==> src/rtl/core/integer_to_ascii_radix_defines.svh <==
// ----------------------------------------------------------------------------
// integer_to_ascii_radix_defines
// assertion macros shared by the integer to ascii converter
// ----------------------------------------------------------------------------
`ifndef INTEGER_TO_ASCII_RADIX_DEFINES_SVH
`define INTEGER_TO_ASCII_RADIX_DEFINES_SVH

// same-cycle implication, checked outside reset
`define ITOA_ASSERT_IMPL(lbl, ante, cons, msg) \
    lbl: assert property (@(posedge i_clk) disable iff (!i_rst_n) \
        (ante) |-> (cons)) else $error(msg);

// next-cycle implication, checked outside reset
`define ITOA_ASSERT_NEXT(lbl, ante, cons, msg) \
    lbl: assert property (@(posedge i_clk) disable iff (!i_rst_n) \
        (ante) |=> (cons)) else $error(msg);

`endif

==> src/rtl/core/itoa_pkg.sv <==
// ----------------------------------------------------------------------------
// itoa_pkg
// shared types, constants and helpers of the integer to ascii converter
// ----------------------------------------------------------------------------
package itoa_pkg;

    localparam int unsigned VALUE_W     = 32;
    localparam int unsigned RADIX_W     = 5;
    localparam int unsigned CHAR_W      = 8;
    localparam int unsigned DIGIT_W     = 4;
    localparam int unsigned DIG_DEPTH   = 32;
    localparam int unsigned DIG_IDX_W   = 5;
    localparam int unsigned DIG_CNT_W   = 6;
    localparam int unsigned BITS_PER_STEP = 8;
    localparam int unsigned STEP_W      = 2;

    localparam logic [RADIX_W-1:0] RADIX_MIN = 5'd2;
    localparam logic [RADIX_W-1:0] RADIX_MAX = 5'd16;
    localparam logic [RADIX_W-1:0] RADIX_DEC = 5'd10;

    localparam logic [STEP_W-1:0]  STEP_LAST = 2'd3;
    localparam logic [DIGIT_W-1:0] DIGIT_MAX = 4'd9;

    localparam logic [CHAR_W-1:0] CHAR_ZERO  = 8'h30;
    localparam logic [CHAR_W-1:0] CHAR_A     = 8'h41;
    localparam logic [CHAR_W-1:0] CHAR_MINUS = 8'h2D;
    localparam logic [CHAR_W-1:0] CHAR_TEN   = 8'd10;

    // commands from controller to datapath
    typedef struct packed {
        logic start;
        logic div;
        logic push;
        logic emit_sign;
        logic emit_digit;
    } t_cmd;

    // status from datapath to controller
    typedef struct packed {
        logic out_free;
        logic quot_zero;
        logic neg;
        logic last_digit;
    } t_sts;

    function automatic logic [CHAR_W-1:0] digit_to_ascii(input logic [DIGIT_W-1:0] d);
        logic [CHAR_W-1:0] v_d;
        v_d = CHAR_W'(d);
        if (d > DIGIT_MAX) begin
            return CHAR_A + v_d - CHAR_TEN;
        end
        return CHAR_ZERO + v_d;
    endfunction

endpackage

==> src/rtl/core/itoa_ctrl.sv <==
// ----------------------------------------------------------------------------
// itoa_ctrl
// sequencer: accept, digit division steps, sign and digit emission
// ----------------------------------------------------------------------------
`include "integer_to_ascii_radix_defines.svh"

module itoa_ctrl (
    input  logic             i_clk,
    input  logic             i_rst_n,
    input  logic             i_in_valid,
    input  itoa_pkg::t_sts   i_sts,
    output itoa_pkg::t_cmd   o_cmd,
    output logic             o_in_stall
);

    typedef enum logic [3:0] {
        ST_IDLE = 4'b0001,
        ST_DIV  = 4'b0010,
        ST_SIGN = 4'b0100,
        ST_EMIT = 4'b1000
    } t_state;

    t_state                       r_state, n_state;
    logic [itoa_pkg::STEP_W-1:0]  r_step, n_step;

    always_comb begin
        n_state = r_state;
        n_step  = r_step;
        o_cmd   = '0;
        unique case (r_state)
            ST_IDLE: begin
                n_step = '0;
                if (i_in_valid) begin
                    o_cmd.start = 1'b1;
                    n_state     = ST_DIV;
                end
            end
            ST_DIV: begin
                o_cmd.div = 1'b1;
                n_step    = r_step + 1'b1;
                if (r_step == itoa_pkg::STEP_LAST) begin
                    o_cmd.push = 1'b1;
                    if (i_sts.quot_zero) begin
                        n_state = i_sts.neg ? ST_SIGN : ST_EMIT;
                    end
                end
            end
            ST_SIGN: begin
                if (i_sts.out_free) begin
                    o_cmd.emit_sign = 1'b1;
                    n_state         = ST_EMIT;
                end
            end
            ST_EMIT: begin
                if (i_sts.out_free) begin
                    o_cmd.emit_digit = 1'b1;
                    if (i_sts.last_digit) begin
                        n_state = ST_IDLE;
                    end
                end
            end
            default: begin
                n_state = ST_IDLE;
            end
        endcase
    end

    always_ff @(posedge i_clk) begin
        if (!i_rst_n) begin
            r_state <= ST_IDLE;
            r_step  <= '0;
        end else begin
            r_state <= n_state;
            r_step  <= n_step;
        end
    end

    assign o_in_stall = (r_state != ST_IDLE);

    `ITOA_ASSERT_IMPL(a_emit_when_free, o_cmd.emit_sign || o_cmd.emit_digit, i_sts.out_free, "emit while output busy")
    `ITOA_ASSERT_NEXT(a_start_to_div, o_cmd.start, (r_state == ST_DIV) && (r_step == '0), "start did not enter division")

endmodule

==> src/rtl/core/itoa_dp.sv <==
// ----------------------------------------------------------------------------
// itoa_dp
// magnitude register, 8-bit-per-cycle radix divider, digit stack, output word
// ----------------------------------------------------------------------------
`include "integer_to_ascii_radix_defines.svh"

module itoa_dp (
    input  logic                               i_clk,
    input  logic                               i_rst_n,
    input  itoa_pkg::t_cmd                     i_cmd,
    input  logic signed [itoa_pkg::VALUE_W-1:0] i_value,
    input  logic [itoa_pkg::RADIX_W-1:0]       i_radix,
    input  logic                               i_out_stall,
    output itoa_pkg::t_sts                     o_sts,
    output logic                               o_out_valid,
    output logic [itoa_pkg::CHAR_W-1:0]        o_character,
    output logic                               o_last
);

    logic [itoa_pkg::VALUE_W-1:0]   r_work, n_work;
    logic [itoa_pkg::DIGIT_W-1:0]   r_rem, n_rem;
    logic [itoa_pkg::RADIX_W-1:0]   r_base, n_base;
    logic                           r_neg, n_neg;
    logic [itoa_pkg::DIG_CNT_W-1:0] r_ndig;
    logic [itoa_pkg::DIGIT_W-1:0]   r_digit [itoa_pkg::DIG_DEPTH];
    logic [itoa_pkg::DIG_IDX_W-1:0] rd_idx;
    logic [itoa_pkg::VALUE_W-1:0]   mag;
    logic                           r_out_valid;
    logic [itoa_pkg::CHAR_W-1:0]    r_char;
    logic                           r_last;
    logic                           out_free;

    // radix saturation and magnitude of the incoming word
    always_comb begin
        if (i_radix < itoa_pkg::RADIX_MIN) begin
            n_base = itoa_pkg::RADIX_MIN;
        end else if (i_radix > itoa_pkg::RADIX_MAX) begin
            n_base = itoa_pkg::RADIX_MAX;
        end else begin
            n_base = i_radix;
        end
        n_neg = (n_base == itoa_pkg::RADIX_DEC) && i_value[itoa_pkg::VALUE_W-1];
        mag   = n_neg ? (~i_value + 1'b1) : i_value;
    end

    // restoring division, one byte of quotient bits a cycle
    always_comb begin
        logic [itoa_pkg::DIGIT_W:0]   v_rem;
        logic [itoa_pkg::VALUE_W-1:0] v_work;
        v_rem  = {1'b0, r_rem};
        v_work = r_work;
        for (int j = 0; j < itoa_pkg::BITS_PER_STEP; j++) begin
            v_rem  = {v_rem[itoa_pkg::DIGIT_W-1:0], v_work[itoa_pkg::VALUE_W-1]};
            v_work = {v_work[itoa_pkg::VALUE_W-2:0], 1'b0};
            if (v_rem >= r_base) begin
                v_rem     = v_rem - r_base;
                v_work[0] = 1'b1;
            end
        end
        n_work = v_work;
        n_rem  = v_rem[itoa_pkg::DIGIT_W-1:0];
    end

    always_ff @(posedge i_clk) begin
        if (i_cmd.start) begin
            r_work <= mag;
            r_rem  <= '0;
            r_base <= n_base;
            r_neg  <= n_neg;
        end else if (i_cmd.div) begin
            r_work <= n_work;
            r_rem  <= i_cmd.push ? '0 : n_rem;
        end
    end

    // digit stack, least significant pushed first
    assign rd_idx = r_ndig[itoa_pkg::DIG_IDX_W-1:0] - 1'b1;

    always_ff @(posedge i_clk) begin
        if (i_cmd.push) begin
            r_digit[r_ndig[itoa_pkg::DIG_IDX_W-1:0]] <= n_rem;
        end
    end

    always_ff @(posedge i_clk) begin
        if (!i_rst_n) begin
            r_ndig <= '0;
        end else if (i_cmd.start) begin
            r_ndig <= '0;
        end else if (i_cmd.push) begin
            r_ndig <= r_ndig + 1'b1;
        end else if (i_cmd.emit_digit) begin
            r_ndig <= r_ndig - 1'b1;
        end
    end

    // output word register
    assign out_free = !r_out_valid || !i_out_stall;

    always_ff @(posedge i_clk) begin
        if (!i_rst_n) begin
            r_out_valid <= 1'b0;
        end else if (i_cmd.emit_sign || i_cmd.emit_digit) begin
            r_out_valid <= 1'b1;
        end else if (!i_out_stall) begin
            r_out_valid <= 1'b0;
        end
    end

    always_ff @(posedge i_clk) begin
        if (i_cmd.emit_sign) begin
            r_char <= itoa_pkg::CHAR_MINUS;
            r_last <= 1'b0;
        end else if (i_cmd.emit_digit) begin
            r_char <= itoa_pkg::digit_to_ascii(r_digit[rd_idx]);
            r_last <= (r_ndig == itoa_pkg::DIG_CNT_W'(1));
        end
    end

    assign o_sts.out_free   = out_free;
    assign o_sts.quot_zero  = (n_work == '0);
    assign o_sts.neg        = r_neg;
    assign o_sts.last_digit = (r_ndig == itoa_pkg::DIG_CNT_W'(1));

    assign o_out_valid = r_out_valid;
    assign o_character = r_char;
    assign o_last      = r_last;

    `ITOA_ASSERT_IMPL(a_push_room, i_cmd.push, r_ndig < itoa_pkg::DIG_CNT_W'(itoa_pkg::DIG_DEPTH), "digit stack overflow")
    `ITOA_ASSERT_IMPL(a_pop_nonempty, i_cmd.emit_digit, r_ndig != '0, "digit stack underflow")

endmodule

==> src/rtl/core/integer_to_ascii_radix.sv <==
// ----------------------------------------------------------------------------
// integer_to_ascii_radix
// converts a 32-bit integer to ascii characters in radix 2 to 16
// ----------------------------------------------------------------------------
//
//  channel  direction  handshake                 word
//  in       sink       i_in_valid / o_in_stall   i_value, i_radix
//  out      source     o_out_valid / i_out_stall o_character, o_last
//
//  one number at a time; after acceptance the divider works through the
//  whole 32-bit magnitude for each digit (8 quotient bits a cycle), then
//  the optional sign and the digits go out through the output register
//  reset is synchronous, active low, and clears control state only
//  a stalled output only holds emission; o_in_stall drops once the last
//  character is in the output register, so the next number can start
//  while that character still waits to be taken
// ----------------------------------------------------------------------------
module integer_to_ascii_radix (
    input  logic                                i_clk,
    input  logic                                i_rst_n,
    // input words
    input  logic                                i_in_valid,
    output logic                                o_in_stall,
    input  logic signed [itoa_pkg::VALUE_W-1:0] i_value,
    input  logic [itoa_pkg::RADIX_W-1:0]        i_radix,
    // output words
    output logic                                o_out_valid,
    input  logic                                i_out_stall,
    output logic [itoa_pkg::CHAR_W-1:0]         o_character,
    output logic                                o_last
);

    // command and status between sequencer and datapath
    itoa_pkg::t_cmd cmd;
    itoa_pkg::t_sts sts;

    // sequencer: idle, divide, optional sign, digits most significant first
    itoa_ctrl u_ctrl (
        .i_clk      (i_clk),
        .i_rst_n    (i_rst_n),
        .i_in_valid (i_in_valid),
        .i_sts      (sts),
        .o_cmd      (cmd),
        .o_in_stall (o_in_stall)
    );

    // datapath: magnitude, divider, digit stack and output word register
    itoa_dp u_dp (
        .i_clk       (i_clk),
        .i_rst_n     (i_rst_n),
        .i_cmd       (cmd),
        .i_value     (i_value),
        .i_radix     (i_radix),
        .i_out_stall (i_out_stall),
        .o_sts       (sts),
        .o_out_valid (o_out_valid),
        .o_character (o_character),
        .o_last      (o_last)
    );

endmodule

==> config.mk <==
export PLATFORM = sky130hd
export DESIGN_NAME = integer_to_ascii_radix
export DESIGN_NICKNAME = d
export VERILOG_FILES = /design/src/rtl/core/itoa_pkg.sv /design/src/rtl/core/itoa_ctrl.sv /design/src/rtl/core/itoa_dp.sv /design/src/rtl/core/integer_to_ascii_radix.sv
export VERILOG_INCLUDE_DIRS = /design/src /design/src/rtl/core
export SDC_FILE = /design/constraint.sdc
export NUM_CORES = 1
export LEC_CHECK = 0
export BUFFER_PORTS_ARGS = -buffer_cell sky130_fd_sc_hd__buf_2
export CAP_MARGIN = 10
export CELL_PAD_IN_SITES_DETAIL_PLACEMENT = 1
export CELL_PAD_IN_SITES_GLOBAL_PLACEMENT = 2
export CORE_MARGIN = 2
export CORE_UTILIZATION = 43
export DETAILED_ROUTE_END_ITERATION = 16
export PLACE_DENSITY = 0.87
export SYNTH_ARGS = -nofsm -noshare
export SYNTH_HDL_FRONTEND = slang
export SYNTH_SLANG_ARGS = --single-unit
==> constraint.sdc <==
create_clock -name i_clk -period 14.1 [get_ports i_clk]
set_clock_uncertainty 0.05 [all_clocks]
set_input_delay 2.82 -clock i_clk [delete_from_list [all_inputs] [get_ports i_clk]]
set_output_delay 2.82 -clock i_clk [all_outputs]
set_load 0.005 [all_outputs]
# == Yosys cells after proc, flatten, opt, wreduce, memory -nomap -nowiden ==
# Memories as Yosys holds them, arrays and structs flattened.
# Index checks and enable logic that the tools add are counted.
# totals
in_bits,41
mem_count,1
ramBits,128
output_inout_bits,11
rom_bits,0
latchBits,0
reg_bits,64
wordCells,115
# memory_table
name,words,width,rd,rd_clocked_by_memory_dff,wr,line_no,rtl
u_dp.r_digit,32,4,1,0,1,itoa_dp.sv:25,logic [itoa_pkg::DIGIT_W-1:0] r_digit [itoa_pkg::DIG_DEPTH];
# op_classes
div,0
muxes,49
magnitude_cmp,11
n_mul,0
bitwise_logic,2
reduce_logical,11
n_eq_ne,15
addsub,16
shifts,0
# ops
operator,n
$mux W32,3
$mux W4,16
$ge A5 B5 Y1,8
$add A32 B1 Y32 const B,1
$logic_not A32 Y1,1
$not A32 Y32,1
$sub A4 B4 Y4,8
$mux W1,21
$mux W8,2
$pmux W4 S4,1
$mux W6,2
$mux W5,2
$add A7 B4 Y8 const A,1
$ne A2 B1 Y1 const B,4
$sub A8 B4 Y8 const B,1
$add A6 B4 Y7 const A,1
$add A6 B1 Y6 const B,1
$eq A6 B1 Y1 const B,1
$ne A2 B2 Y1 const B,3
$reduce_and A6 Y1,1
$reduce_bool A2 Y1,3
$sub A6 B1 Y6 const B,1
$eq A5 B4 Y1 const B,1
$gt A5 B5 Y1 const B,1
other kinds (17),19

# == Logic depth before layout (Yosys ltp) ==
# logic_depth
word_depth,20
mapped_depth,52
ltp_nobuf,52

# == Modules after synthesis ==
# A second synthesis with hierarchy kept.
# hier_totals
hier_cells,841
area_unflattened_um2,10445.0
# modules_own_cells
module,cells_each,area_per_inst_um2,seq_area_each_um2,n_inst
itoa_dp,793,10015.9,5365.1,1
itoa_ctrl,48,429.2,120.1,1

# == Least setup slack after synthesis ==
# No wires, ideal clock.
# synth_timing
path_type,reg-to-reg
startpoint,reg u_dp.r_base[1] (netlist name)
endpoint,"mem u_dp.r_digit[0][2] (netlist name), data pin"
stages_incl_launch_ff,47
arrival_ns,11.671
synth_period_minus_slack_ns,12.198
t_required_ns,13.573
slack_ns,1.902
n_path_buf,0
setup_time_ns,0.477
path_cell_list,edfxtp_1 -> inv_1 -> ha_1 -> a21o_1 -> a21o_1 -> a21o_1 -> a21oi_1 -> o21ai_0 -> ha_1 -> a21o_1 -> a21o_1 -> a21o_1 -> a21oi_2 -> mux2i_1 -> ha_1 -> a21o_1 -> a21o_1 -> a211oi_1 -> [11 not listed] -> mux2i_1 -> ha_1 -> o21ai_1 -> a21boi_1 -> o21ai_1 -> o2bb2ai_1 -> mux2i_1 -> ha_1 -> a21o_1 -> a21oi_1 -> o21ai_1 -> o21ai_0 -> inv_1 -> ha_1 -> a21o_1 -> a21oi_1 -> o21ai_1 -> o31ai_1
# synth_between
elab_chain_len,16
elab_cells_between_ends,24
cone_classes,add/sub (8); order compare (8); mux (8)
# synth_lines
item,line_no,rtl
start: declaration,itoa_dp.sv:22,"logic [itoa_pkg::RADIX_W-1:0] r_base, n_base;"
start signal: assignment,itoa_dp.sv:68,r_base <= n_base;
$sub A4 B4 Y4 / $ge A5 B5 Y1 (equally long branches),"itoa_dp.sv:56, itoa_dp.sv:55",
$mux W4,itoa_dp.sv:55,if (v_rem >= r_base) begin
$sub A4 B4 Y4 / $ge A5 B5 Y1 (equally long branches),"itoa_dp.sv:56, itoa_dp.sv:55",
$mux W4,itoa_dp.sv:55,
$sub A4 B4 Y4 / $ge A5 B5 Y1 (equally long branches),"itoa_dp.sv:56, itoa_dp.sv:55",
$mux W4,itoa_dp.sv:55,
$ge A5 B5 Y1 / $sub A4 B4 Y4 (equally long branches),"itoa_dp.sv:55, itoa_dp.sv:56",
$mux W4,itoa_dp.sv:55,
$sub A4 B4 Y4 / $ge A5 B5 Y1 (equally long branches),"itoa_dp.sv:56, itoa_dp.sv:55",
$mux W4,itoa_dp.sv:55,
$sub A4 B4 Y4 / $ge A5 B5 Y1 (equally long branches),"itoa_dp.sv:56, itoa_dp.sv:55",
$mux W4,itoa_dp.sv:55,
$ge A5 B5 Y1 / $sub A4 B4 Y4 (equally long branches),"itoa_dp.sv:55, itoa_dp.sv:56",
$mux W4,itoa_dp.sv:55,
$sub A4 B4 Y4 / $ge A5 B5 Y1 (equally long branches),"itoa_dp.sv:56, itoa_dp.sv:55",
$mux W4 *,itoa_dp.sv:55,
net u_dp.n_rem (one bit),itoa_dp.sv:21,"logic [itoa_pkg::DIGIT_W-1:0] r_rem, n_rem;"
end: declaration,itoa_dp.sv:25,
# Mark *: on every way through the listed nets, which the timed path passes. The rest lies on a longest branch.

# == Worst setup path after layout ==
# layout_timing
startpoint,reg u_dp.r_base[0] (netlist name)
endpoint,reg u_ctrl.r_state[2]
# layout_between
elab_chain_len,19
elab_cells_between_ends,33
cone_classes,add/sub (7); order compare (8); eq/ne (1); mux (15); reduce/logical (2)
# layout_lines
item,line_no,rtl
$sub A4 B4 Y4 / $ge A5 B5 Y1 (equally long branches),"itoa_dp.sv:56, itoa_dp.sv:55",
$mux W4,itoa_dp.sv:55,
$sub A4 B4 Y4 / $ge A5 B5 Y1 (equally long branches),"itoa_dp.sv:56, itoa_dp.sv:55",
$mux W4,itoa_dp.sv:55,
$sub A4 B4 Y4 / $ge A5 B5 Y1 (equally long branches),"itoa_dp.sv:56, itoa_dp.sv:55",
$mux W4,itoa_dp.sv:55,
$sub A4 B4 Y4 / $ge A5 B5 Y1 (equally long branches),"itoa_dp.sv:56, itoa_dp.sv:55",
$mux W4,itoa_dp.sv:55,
[3 not listed],n/a,
$mux W4,itoa_dp.sv:55,
$sub A4 B4 Y4 / $ge A5 B5 Y1 (equally long branches),"itoa_dp.sv:56, itoa_dp.sv:55",
$mux W4,itoa_dp.sv:55,
$ge A5 B5 Y1,itoa_dp.sv:55,
$mux W1,itoa_dp.sv:55,
$logic_not A32 Y1 *,itoa_dp.sv:121,assign o_sts.quot_zero = (n_work == '0);
$ne A2 B2 Y1 (no line) *,n/a,
$reduce_and A6 Y1 (no line) *,n/a,
end signal: assignment,itoa_ctrl.sv:73,r_state <= n_state;
end: declaration,itoa_ctrl.sv:23,"t_state r_state, n_state;"
# Every way passes the cells marked *; elsewhere a longest branch is shown, timed or not.
# A chain may end at the register's enable or synchronous reset.

==> summary.txt <==
Floorplan
  – Core Area: between 20000 and 25000 µm²
  – Die Wd: roughly 160 µm
  – Die area: approximately 25000 µm²
  – Initial core utilization: between 40% and 50%
  – Die extent in y: 159 µm
  – Row Count: 56
  – IO Count: 52

GRT
  – Vias in the first global route: ~7200
  – Initial antenna violation count: 0
  – GR Overflow Total: 0
  – Largest net degree at the start of global routing: roughly 60
  – GRT Util Overall: 20.4%
  – First-pass GRT wire length: roughly 40 mm

Drt
  – Drt first pass iters: 4
  – # DRC: 0
  – Vias/cell: 5.59
  – Post-DR wirelength/cell: just over 20 µm
  – 1st-iter DRT viols: roughly 410
  – WL final: 25.3 mm
  – Vias: between 6000 and 7000
  – DRT antenna net count: 0

Synth
  – Post-synth top area share: 48.0%
  – Yosys cell types: 70
  – Most numerous cell in the Yosys netlist: edfxtp_1
  – Mapped cell area: 10400 µm²
  – Synth Flop Type: edfxtp_1
  – Mapped Avg Cell Area: about 12 µm²
  – Async SR Flop Fraction: 0%
  – Seq/Total Area, Yosys: between 50% and 60%
  – Synth top cells by count: edfxtp_1 (166), nor2_1 (86), nand2_1 (75)
  – Post-synth top area cell: edfxtp_1
  – #FFs+latches synth: about 190
  – Cells after Synth: 838
  – Post-synth EDFFs: approximately 170
  – Syn nets: 936
  – YS warnings: 0
  – Synth area leaders: edfxtp_1 (48%), mux4_2 (6.3%), ha_1 (5.9%)

Critical path
  – Slowest stage cell, crit path: o21ai_1
  – Worst Setup SP: u_dp.r_base[0]$_DFFE_PP_
  – Critical Path AT: between 10 and 15 ns
  – Most Frequent Cell on Critical Path: a21o_1
  – Critical Path End Type: flip-flop
  – R2r worst-path depth: 51
  – Worst reg2reg endpoint: u_ctrl.r_state[2]$_SDFFE_PN0P_
  – Reg2Reg Setup Slack: roughly 1.3 ns
  – Critical Path RT: between 10 and 15 ns
  – Startpoint types: flip-flop
  – Setup CP Type: reg -> reg
  – Crit Reg-Reg Startpoint: u_dp.r_base[0]$_DFFE_PP_
  – Max incr delay on CP: just over 0.6 ns
  – Crit-path max FO: 10

CTS
  – Root Buffer: clkbuf_16
  – Sink Count: ~190
  – Clk buf depth: 2
  – Post-CTS Hold Buffers: 0
  – Worst skew pair latency: around 0.45 ns
  – H-tree depth: 4
  – Reg clk slew, reported paths: around 0.090 ns
  – CTS tree: yes
  – Total CTS buffers: 17
  – CTS resizes: 0
  – Post-CTS Setup Repair Bufs: 0

Layout
  – Inserted Diodes: 0
  – Share of cells above drive strength 1: between 15 and 20%
  – Area grow syn2layout: 11.8%
  – Multi-input gate area: 4620 µm²
  – Register Area: approximately 5500 µm²
  – NumNets Final: ~1000
  – Fillers: roughly 2500

Run
  – Max Cap Viol: 0

Timing
  – Final hold vios: 0
  – Max-slew headroom: a little under half
  – Final setup viols: 0
  – Slew @ Worst Pin: between 0.7 and 0.8 ns
  – Final Max Slew Viols: 0
  – Period minus WS final: between 10 and 15 ns
  – Max Fclk: 0.0782 GHz
  – Fin crit share: about nine tenths
  – RSZ-0062 raised after global routing: no
  – Setup TNS: 0 ns

Worst hold path
  – Min-Delay Path Depth: 2
  – Hold path startpoint: u_dp.o_character[6]$_SDFFE_PP0P_
  – Hold Path Sink: u_dp.o_character[6]$_SDFFE_PP0P_
  – Min-Delay Path Class: reg -> reg

Place
  – Dpl hpwl: ~18 mm
  – Global placement routability congestion: 0.787
  – I/O Buffers: 50

Status
  – Status: completed
==> cell type report <==
type | count | area share (%)
well taps | 319 | 3.44
inverters | 39 | 1.26
clock buffers | 17 | 3.66
flip-flops and latches | 191 | 47.3
clock inverters | 15 | 1.62
multi-input cells | 577 | 39.8
repair buffers | 62 | 3.00
==> sequential cells by signal, summed over array words and instances (netlist names) <==
signal            cells
u_dp.r_ndig           6
u_dp.r_rem            4
u_dp.r_base           5
u_dp.o_last           1
u_dp.o_out_valid      1
u_ctrl.r_step         2
u_dp.r_neg            1
u_dp.r_digit        128
u_dp.o_character      7
u_dp.r_work          32
u_ctrl.r_state        4
==> worst max-delay path, delay by kind of cell (launching register included) <==
kind,cells,cell delay (ns)
buffers and inverters,2,0.28
muxes,4,1.64
adders and majority gates,8,2.48
AOI/OAI and AO/OA,29,6.32
DFF,1,0.59
and+or+nand+nor,8,1.32
==> worst max path at each step <==
stage,end,slack [ns],depth (start not counted)
after detailed placement,u_dp.r_digit[21][3]$_DFFE_PP_,0.68,47
final,u_ctrl.r_state[2]$_SDFFE_PN0P_,1.31,51
after CTS,u_dp.r_digit[15][3]$_DFFE_PP_,0.62,47
after global placement,u_dp.r_digit[23][3]$_DFFE_PP_,1.33,47
after floorplan,u_dp.r_digit[0][2]$_DFFE_PP_,1.90,46
after global routing,u_ctrl.r_state[2]$_SDFFE_PN0P_,0.18,51
==> placed cells by master (no fill, tap or decap), types with 4 or more instances in the layout <==
master	count
or3_1	4
a21oi_1	42
o41ai_1	4
nand2_1	74
clkinv_8	6
nor2_1	86
nand4_1	4
ha_1	49
mux4_2	29
nor2b_1	6
a31oi_1	5
buf_4	11
mux4_1	11
dfxtp_1	24
clkbuf_16	17
o31ai_1	10
nand3_1	6
a21o_1	23
a32o_1	4
xnor2_1	23
nor4_1	11
inv_1	38
xor2_1	29
nor3_1	9
nand2b_1	11
o21ai_0	26
mux2_2	5
fa_1	8
and2_1	5
a211oi_1	4
o21ai_1	26
buf_2	50
edfxtp_1	166
nor3b_1	4
mux2i_1	7
==> cell families (layout without fill, tap and decap cells) <==
kind of cell | after synthesis | after routing | share of synthesized area, %
buffers and inverters | 70 | 133 | 2.98
adders and majority gates | 57 | 57 | 7.45
AOI/OAI and AO/OA | 170 | 170 | 10.3
and+or+nand+nor | 238 | 238 | 10.6
other | 1 | 1 | 0.0361
muxes | 56 | 56 | 11.0
DFF | 191 | 191 | 52.8
xor gates and xnor gates | 55 | 55 | 4.86
==> routing by layer <==
layer,global-route usage (%),up-vias,routed length [µm]
met5,0,-,0
met4,7.56,0,662
met3,3.20,40,826
met2,36.0,130,12900
met1,25.2,3408,10900
li1,-,3237,-
==> metrics by stage <==
step | setup slack (ns) | util [%] | cell area, µm² | std cells | hold WS (ns)
2_1_floorplan | 1.90 | - | 10400 | 838 | 0.403
3_3_place_gp | 1.33 | 46.5 | 11000 | 1187 | 0.390
3_5_place_dp | 0.681 | 46.5 | 11000 | 1187 | 0.408
4_1_cts | 0.619 | 49.1 | 11600 | 1219 | 0.424
5_1_grt | 0.176 | 49.2 | 11600 | 1220 | 0.440
6_report | 1.31 | 49.2 | 11600 | 1220 | 0.413
Power is not shown: default switching activity piles up to over one toggle a cycle in this logic, so the estimate is an artifact.
